--- config.mk ---
export PLATFORM = sky130hd
export DESIGN_NAME = hss_ctrl
export DESIGN_NICKNAME = d
export VERILOG_FILES = /design/src/hw/rtl/hss_pkg.sv /design/src/hw/rtl/hss_ctrl.sv
export SDC_FILE = /design/constraint.sdc
export NUM_CORES = 1
export LEC_CHECK = 0
export BUFFER_PORTS_ARGS = -buffer_cell sky130_fd_sc_hd__clkbuf_2
export CAP_MARGIN = 40
export CELL_PAD_IN_SITES_DETAIL_PLACEMENT = 0
export CELL_PAD_IN_SITES_GLOBAL_PLACEMENT = 1
export CORE_MARGIN = 2
export CORE_UTILIZATION = 39
export CTS_CLUSTER_SIZE = 16
export DETAILED_ROUTE_END_ITERATION = 8
export PLACE_DENSITY_LB_ADDON = 0.1
export SYNTH_ARGS = -nofsm -noshare
export SYNTH_HDL_FRONTEND = slang
export SYNTH_SLANG_ARGS = --single-unit
--- constraint.sdc ---
create_clock -name clock -period 10.6 [get_ports clock]
set_input_delay 1.59 -clock clock [delete_from_list [all_inputs] [get_ports clock]]
set_output_delay 1.59 -clock clock [all_outputs]
set_load 0.05 [all_outputs]
--- src/hw/rtl/hss_pkg.sv ---
// Shared types, register indexes and fixed-point helpers for the 3D heat stencil step.
// Used by hss_ctrl, hss_datapath and heat_stencil_3d_step.
`default_nettype none

package hss_pkg;

   localparam int DataW = 32;
   localparam int SumW  = 56;
   localparam int SizeW = 9;
   localparam int EffW  = 11;   // effective extent, holds up to 2047

   // register indexes on the csr port
   localparam logic [2:0] CSR_SIZE_X       = 3'd0;
   localparam logic [2:0] CSR_SIZE_Y       = 3'd1;
   localparam logic [2:0] CSR_SIZE_Z       = 3'd2;
   localparam logic [2:0] CSR_CONDUCTANCE  = 3'd3;
   localparam logic [2:0] CSR_RADIATION    = 3'd4;
   localparam logic [2:0] CSR_HEATER_POWER = 3'd5;
   localparam logic [2:0] CSR_TIME_STEP    = 3'd6;

   localparam logic MODE_CELL  = 1'b0;
   localparam logic MODE_DRAIN = 1'b1;

   // neighbor presence bits
   localparam int NB_XM = 0;
   localparam int NB_XP = 1;
   localparam int NB_YM = 2;
   localparam int NB_YP = 3;
   localparam int NB_ZM = 4;
   localparam int NB_ZP = 5;

   typedef struct packed {
      logic signed [DataW-1:0] conductance;
      logic signed [DataW-1:0] radiation;
      logic signed [DataW-1:0] heater_power;
      logic signed [DataW-1:0] time_step;
   } coef_type;

   typedef struct packed {
      logic                    valid;
      logic                    use_in;   // x+1 neighbor is the arriving word
      logic signed [DataW-1:0] t_in;
      logic [5:0]              nbr;
      logic                    last;
      logic signed [SumW-1:0]  sum;
   } emit_type;

   function automatic logic signed [31:0] sat32(input logic signed [37:0] v);
      logic signed [31:0] r;
      if (v > 38'sd2147483647) begin
         r = 32'sh7FFFFFFF;
      end else if (v < -38'sd2147483648) begin
         r = 32'sh80000000;
      end else begin
         r = v[31:0];
      end
      return r;
   endfunction

   // Q16.16 product, floor shift, saturate
   function automatic logic signed [31:0] qmul(input logic signed [32:0] a,
                                               input logic signed [31:0] b);
      logic signed [64:0] p;
      logic signed [48:0] s;
      logic signed [31:0] r;
      p = a * b;
      s = p[64:16];
      if (s > 49'sd2147483647) begin
         r = 32'sh7FFFFFFF;
      end else if (s < -49'sd2147483648) begin
         r = 32'sh80000000;
      end else begin
         r = s[31:0];
      end
      return r;
   endfunction

endpackage

`default_nettype wire

--- src/hw/rtl/hss_ctrl.sv ---
// Stream position tracking, window addressing and old temperature sum.
// Depends on hss_pkg.
`default_nettype none

module hss_ctrl #(
   parameter int MAX_X = 256,
   parameter int MAX_Y = 256,
   parameter int MAX_Z = 256
) (
   input  wire logic                             clock,
   input  wire logic                             reset,
   input  wire logic                             accept,
   input  wire logic                             mode,
   input  wire logic signed [hss_pkg::DataW-1:0] temperature,
   input  wire logic [hss_pkg::EffW-1:0]         nx,
   input  wire logic [hss_pkg::EffW-1:0]         ny,
   input  wire logic [hss_pkg::EffW-1:0]         nz,
   input  wire logic [$clog2(MAX_X*MAX_Y*MAX_Z+1)-1:0] plane,
   input  wire logic [$clog2(MAX_X*MAX_Y*MAX_Z+1)-1:0] total,
   output logic                                  wr_en,
   output logic [((MAX_Y>1)?$clog2(MAX_Y):1)+((MAX_Z>1)?$clog2(MAX_Z):1):0] wr_addr,
   output logic                                  rd_en,
   output logic [((MAX_Y>1)?$clog2(MAX_Y):1)+((MAX_Z>1)?$clog2(MAX_Z):1):0] rd_addr [6],
   output hss_pkg::emit_type                     emit
);

   localparam int XW = (MAX_X > 1) ? $clog2(MAX_X) : 1;
   localparam int YW = (MAX_Y > 1) ? $clog2(MAX_Y) : 1;
   localparam int ZW = (MAX_Z > 1) ? $clog2(MAX_Z) : 1;
   localparam int PW = $clog2(MAX_X*MAX_Y*MAX_Z+1);
   localparam int CW = hss_pkg::EffW + 1;
   localparam int SW = hss_pkg::SumW;

   logic [PW-1:0]        in_pos_ff, in_pos_in, out_pos_ff, out_pos_in;
   logic                 ix0_ff, ix0_in;
   logic [YW-1:0]        iy_ff, iy_in, oy_ff, oy_in;
   logic [ZW-1:0]        iz_ff, iz_in, oz_ff, oz_in;
   logic [XW-1:0]        ox_ff, ox_in;
   logic signed [SW-1:0] sum_ff, sum_in;

   logic                 frame_bad, take_cell, cell_emit, drain_emit, do_emit, is_last;
   logic [PW-1:0]        in_pos, out_pos;
   logic                 ix0;
   logic [YW-1:0]        iy, oy;
   logic [ZW-1:0]        iz, oz;
   logic [XW-1:0]        ox;
   logic signed [SW-1:0] sum;
   logic [PW:0]          out_plus;
   logic                 iz_wrap, iy_wrap, oz_wrap, oy_wrap;
   logic signed [SW:0]   sum_wide;
   logic [5:0]           nbr;

   always_comb begin
      frame_bad = (in_pos_ff > total) || (out_pos_ff >= total) || (out_pos_ff > in_pos_ff);
      in_pos  = frame_bad ? '0 : in_pos_ff;
      out_pos = frame_bad ? '0 : out_pos_ff;
      ix0     = frame_bad ? 1'b0 : ix0_ff;
      iy      = frame_bad ? '0 : iy_ff;
      iz      = frame_bad ? '0 : iz_ff;
      ox      = frame_bad ? '0 : ox_ff;
      oy      = frame_bad ? '0 : oy_ff;
      oz      = frame_bad ? '0 : oz_ff;
      sum     = frame_bad ? '0 : sum_ff;

      out_plus   = {1'b0, out_pos} + {1'b0, plane};
      take_cell  = (mode == hss_pkg::MODE_CELL) && (in_pos < total);
      cell_emit  = take_cell && ({1'b0, in_pos} >= out_plus);
      drain_emit = !take_cell && (in_pos >= total) && (out_pos < total);
      do_emit    = cell_emit || drain_emit;
      is_last    = do_emit && (({1'b0, out_pos} + (PW+1)'(1)) == {1'b0, total});

      nbr            = '0;
      nbr[hss_pkg::NB_XM] = (ox != '0);
      nbr[hss_pkg::NB_XP] = ((CW'(ox) + CW'(1)) < CW'(nx));
      nbr[hss_pkg::NB_YM] = (oy != '0);
      nbr[hss_pkg::NB_YP] = ((CW'(oy) + CW'(1)) < CW'(ny));
      nbr[hss_pkg::NB_ZM] = (oz != '0);
      nbr[hss_pkg::NB_ZP] = ((CW'(oz) + CW'(1)) < CW'(nz));

      iz_wrap = (CW'(iz) + CW'(1)) >= CW'(nz);
      iy_wrap = (CW'(iy) + CW'(1)) >= CW'(ny);
      oz_wrap = (CW'(oz) + CW'(1)) >= CW'(nz);
      oy_wrap = (CW'(oy) + CW'(1)) >= CW'(ny);

      sum_wide = {sum[SW-1], sum} + (SW+1)'(temperature);
   end

   // window address is {x parity, y, z}
   always_comb begin
      wr_en      = accept && take_cell;
      wr_addr    = {ix0, iy, iz};
      rd_en      = accept && do_emit;
      rd_addr[0] = {ox[0], oy, oz};
      rd_addr[1] = {~ox[0], oy, oz};   // x-1 and x+1 share this word
      rd_addr[2] = {ox[0], oy - YW'(1), oz};
      rd_addr[3] = {ox[0], oy + YW'(1), oz};
      rd_addr[4] = {ox[0], oy, oz - ZW'(1)};
      rd_addr[5] = {ox[0], oy, oz + ZW'(1)};

      emit.valid  = accept && do_emit;
      emit.use_in = cell_emit && ({1'b0, in_pos} == out_plus);
      emit.t_in   = temperature;
      emit.nbr    = nbr;
      emit.last   = is_last;
      emit.sum    = is_last ? sum : '0;
   end

   always_comb begin
      in_pos_in  = in_pos;
      out_pos_in = out_pos;
      ix0_in     = ix0;
      iy_in      = iy;
      iz_in      = iz;
      ox_in      = ox;
      oy_in      = oy;
      oz_in      = oz;
      sum_in     = sum;
      if (take_cell) begin
         in_pos_in = in_pos + PW'(1);
         if (iz_wrap) begin
            iz_in = '0;
            if (iy_wrap) begin
               iy_in  = '0;
               ix0_in = ~ix0;
            end else begin
               iy_in = iy + YW'(1);
            end
         end else begin
            iz_in = iz + ZW'(1);
         end
         if (sum_wide > $signed({2'b00, {(SW-1){1'b1}}})) begin
            sum_in = {1'b0, {(SW-1){1'b1}}};
         end else if (sum_wide < $signed({1'b1, 1'b1, {(SW-1){1'b0}}})) begin
            sum_in = {1'b1, {(SW-1){1'b0}}};
         end else begin
            sum_in = sum_wide[SW-1:0];
         end
      end
      if (do_emit) begin
         out_pos_in = out_pos + PW'(1);
         if (oz_wrap) begin
            oz_in = '0;
            if (oy_wrap) begin
               oy_in = '0;
               ox_in = ox + XW'(1);
            end else begin
               oy_in = oy + YW'(1);
            end
         end else begin
            oz_in = oz + ZW'(1);
         end
      end
      if (is_last) begin
         in_pos_in  = '0;
         out_pos_in = '0;
         ix0_in     = 1'b0;
         iy_in      = '0;
         iz_in      = '0;
         ox_in      = '0;
         oy_in      = '0;
         oz_in      = '0;
         sum_in     = '0;
      end
   end

   always_ff @(posedge clock) begin
      if (reset) begin
         in_pos_ff  <= '0;
         out_pos_ff <= '0;
         ix0_ff     <= 1'b0;
         iy_ff      <= '0;
         iz_ff      <= '0;
         ox_ff      <= '0;
         oy_ff      <= '0;
         oz_ff      <= '0;
         sum_ff     <= '0;
      end else if (accept) begin
         in_pos_ff  <= in_pos_in;
         out_pos_ff <= out_pos_in;
         ix0_ff     <= ix0_in;
         iy_ff      <= iy_in;
         iz_ff      <= iz_in;
         ox_ff      <= ox_in;
         oy_ff      <= oy_in;
         oz_ff      <= oz_in;
         sum_ff     <= sum_in;
      end
   end

endmodule

`default_nettype wire

==> flow_metrics.env <==
export IMPL_synth_avg_cell_area_um2=7.46
export IMPL_grt_max_degree=138
export IMPL_register_area_mm2=0.00294
export IMPL_diodes=0
export IMPL_p_sw_share_pct=46.3
export IMPL_drv_slew=0
export IMPL_crit_path_start_kind="input port"
export IMPL_htree_num_levels=4
export IMPL_drc=0
export IMPL_cts_tree="yes"
export IMPL_internal_power_mw=1.44
export IMPL_fin_crit_sh_pct=96.4
export IMPL_core_area_mm2=0.0514
export IMPL_synth_area_top_cells="ha_1 18%, dfxtp_1 14%, xnor2_1 4.6%, a21oi_1 4.5%, and2_1 4.5%"
export IMPL_synth_edf_count=0
export IMPL_yosysTopAreaCell="ha_1"
export IMPL_fin_crit_ns=10.22
export IMPL_hpwlAfterDp_mm=65.4
export IMPL_nets=3377
export IMPL_ys_seq_area_share_pct=14.5
export IMPL_cts_root_buf="clkbuf_16"
export IMPL_netlist_instances=2730
export IMPL_finalSetupViolCount=0
export IMPL_initialDrtViolationCount=1575
export IMPL_arrival_ns=8.63
export IMPL_cp_slowest_stage_delay_ns=0.46
export IMPL_vias=21800
export IMPL_relSlewSlack_pct=43.0
export IMPL_clock_sinks=147
export IMPL_end_kind="output port"
export IMPL_wl_per_cell_um=22.8
export IMPL_insertion_delay_ns=0.49
export IMPL_die_h_um=232
export IMPL_grt_total_usage_pct=30.1
export IMPL_synth_flop_cell="dfxtp_1"
export IMPL_chipWidth_um=232
export IMPL_crit_fanout=49
export IMPL_grt_overflow=0
export IMPL_io_pins=337
export IMPL_synth_top_cell_area_share_pct=17.6
export IMPL_gp_congestion=0.999
export IMPL_synthTopCellsByCount="287 x ha_1, 194 x nand2_1, 184 x a21oi_1"
export IMPL_fillers=5196
export IMPL_cts_hold_buffers=0
export IMPL_crit_top_cell="buf_12"
export IMPL_ant_nets=0
export IMPL_hold_class="flop to flop"
export IMPL_fin_cells=3662
export IMPL_hold_violations=0
export IMPL_clk_pin_slew_ns=0.06
export IMPL_multi_input_area_mm2=0.0158
export IMPL_routed_wl_mm=83.5
export IMPL_synth_area_mm2=0.0204
export IMPL_yosysMostFrequentCell="ha_1"
export IMPL_combinationalPowerShare_pct=51.8
export IMPL_status="finished clean"
export IMPL_floorplan_initialDensity_pct=39.6
export IMPL_clockPowerShare_pct=24.9
export IMPL_fin_setup_tns_ns=0
export IMPL_ys_async_sr_fraction_pct=0
export IMPL_switchingPower_mw=1.24
export IMPL_syn_to_final_growth_pct=19.1
export IMPL_cp_slowest_cell="buf_4"
export IMPL_timing_hold_ws_ns=0.459
export IMPL_synth_warnings=0
export IMPL_final_setup_worst_slack_ns=0.382
export IMPL_layout_drive_gt1_share_pct=21.0
export IMPL_pre_cts_ws_ns=-0.176
export IMPL_ys_ff_latch=147
export IMPL_max_cap_violations=0
export IMPL_routed_via_density=5.94
export IMPL_cts_buffers=17
export IMPL_rows=83
export IMPL_leakage_nw=11.4
export IMPL_antenna_found_initial=0
export IMPL_synth_cell_type_count=96
export IMPL_first_pass_iters=6
export IMPL_cts_buffer_depth=2
export IMPL_dp_cells=3624
export IMPL_portBuffers=336
export IMPL_worstPathRequired_ns=9.01
export IMPL_critical_path_class="input port to output port"
export IMPL_fin_util_pct=47.1
export IMPL_fin_skew_ns=0.0138
export IMPL_power_density_mw_per_mm2=111
export IMPL_tightest_slew_ns=0.855
export IMPL_max_freq_mhz=97.9
export IMPL_grt_pass1_wl_mm=125
export IMPL_ir_drop_uv=222
export IMPL_seq_power_share_pct=23.3
export IMPL_design_die_area_mm2=0.0540
export IMPL_grt_pass1_vias=20900
export IMPL_synth_net_count=3138
## cells by family after synthesis
logic type | after synthesis | share of synthesized area, %
fa+ha+maj | 290 | 17.9
compound gates | 805 | 27.0
flops | 147 | 14.5
buf+inv | 405 | 9.77
mux | 14 | 0.707
xor+xnor | 146 | 6.35
simple gates | 923 | 23.8
## cell type report
cell class / count / share of cell area (%)
multi-input combinational: 2178 / 65.0
sequential: 147 / 12.1
clock inverter: 12 / 0.640
inverter: 171 / 2.66
clock buffer: 20 / 1.93
tap: 680 / 3.51
timing repair buffer: 454 / 14.1
## metrics by stage
step                cell area, um2  total power, mW
global placement             23300             1.98
floorplan                    20400             1.57
detailed placement           23300             2.00
global route                 24200             2.83
finish                       24200             2.68
CTS                          24000             2.67
## timing repair
item                       4_1_cts  5_1_grt
setup endpoints to repair       57       60
setup buffers                    0        4
cloned                           0        2
pin swaps                        2       21
resized for setup                5       46
## metal layers
layer / vias up / GRT usage, % / wire [um] / share of wire, %
met5: - / 0 / 0 / 0
met4: 0 / 16.0 / 4470 / 5.3
met3: 161 / 3.46 / 4020 / 4.8
met2: 732 / 50.3 / 39400 / 47
met1: 10400 / 37.9 / 35500 / 43
li1: 10500 / - / - / -
## registers in the layout (all words and copies together), names as in the netlist
register / flops
oz_ff: 8
sum_ff: 56
iy_ff: 8
iz_ff: 8
out_pos_ff: 25
oy_ff: 8
ox_ff: 8
in_pos_ff: 25
ix0_ff: 1
## power by group through the flow
stage	registers [mW]	clock network, mW	logic, mW
after detailed placement	0.636	0	1.36
after global routing	0.629	0.701	1.50
final	0.625	0.668	1.39
after floorplan	0.616	0	0.956
after CTS	0.624	0.682	1.37
after global placement	0.638	0	1.34
## worst max-delay path, delay by kind of cell
family,cells,cell delay [ns]
compound gates,11,2.30
simple gates,13,2.24
buf+inv,8,1.54
fa+ha+maj,3,0.87
## final timing paths
kind / from / endpoint / slack, ns / depth (start not counted)
hold reg to reg: oy_ff[7] / oy_ff[7] / 0.46 / 2
setup reg to reg: in_pos_ff[17] / sum_ff[40] / 1.79 / 33
setup / recovery: total[24] / emit[21] / 0.38 / 35
hold / removal: oy_ff[7] / oy_ff[7] / 0.46 / 2
## placed cells by master, fill, tap and decap left out, types with 47 or more instances in the layout
cell,count
a21o_1,85
a21oi_1,179
a31oi_1,53
and2_1,90
and2_2,50
buf_12,54
buf_4,108
clkbuf_2,288
dfxtp_1,147
ha_1,281
inv_1,166
nand2_1,191
nand3_1,99
nand4_1,84
nor2_1,166
nor3_1,53
o21ai_0,115
o2bb2ai_1,47
o31ai_1,55
xnor2_1,106
No activity file was read; power rests on OpenSTA's default activity.
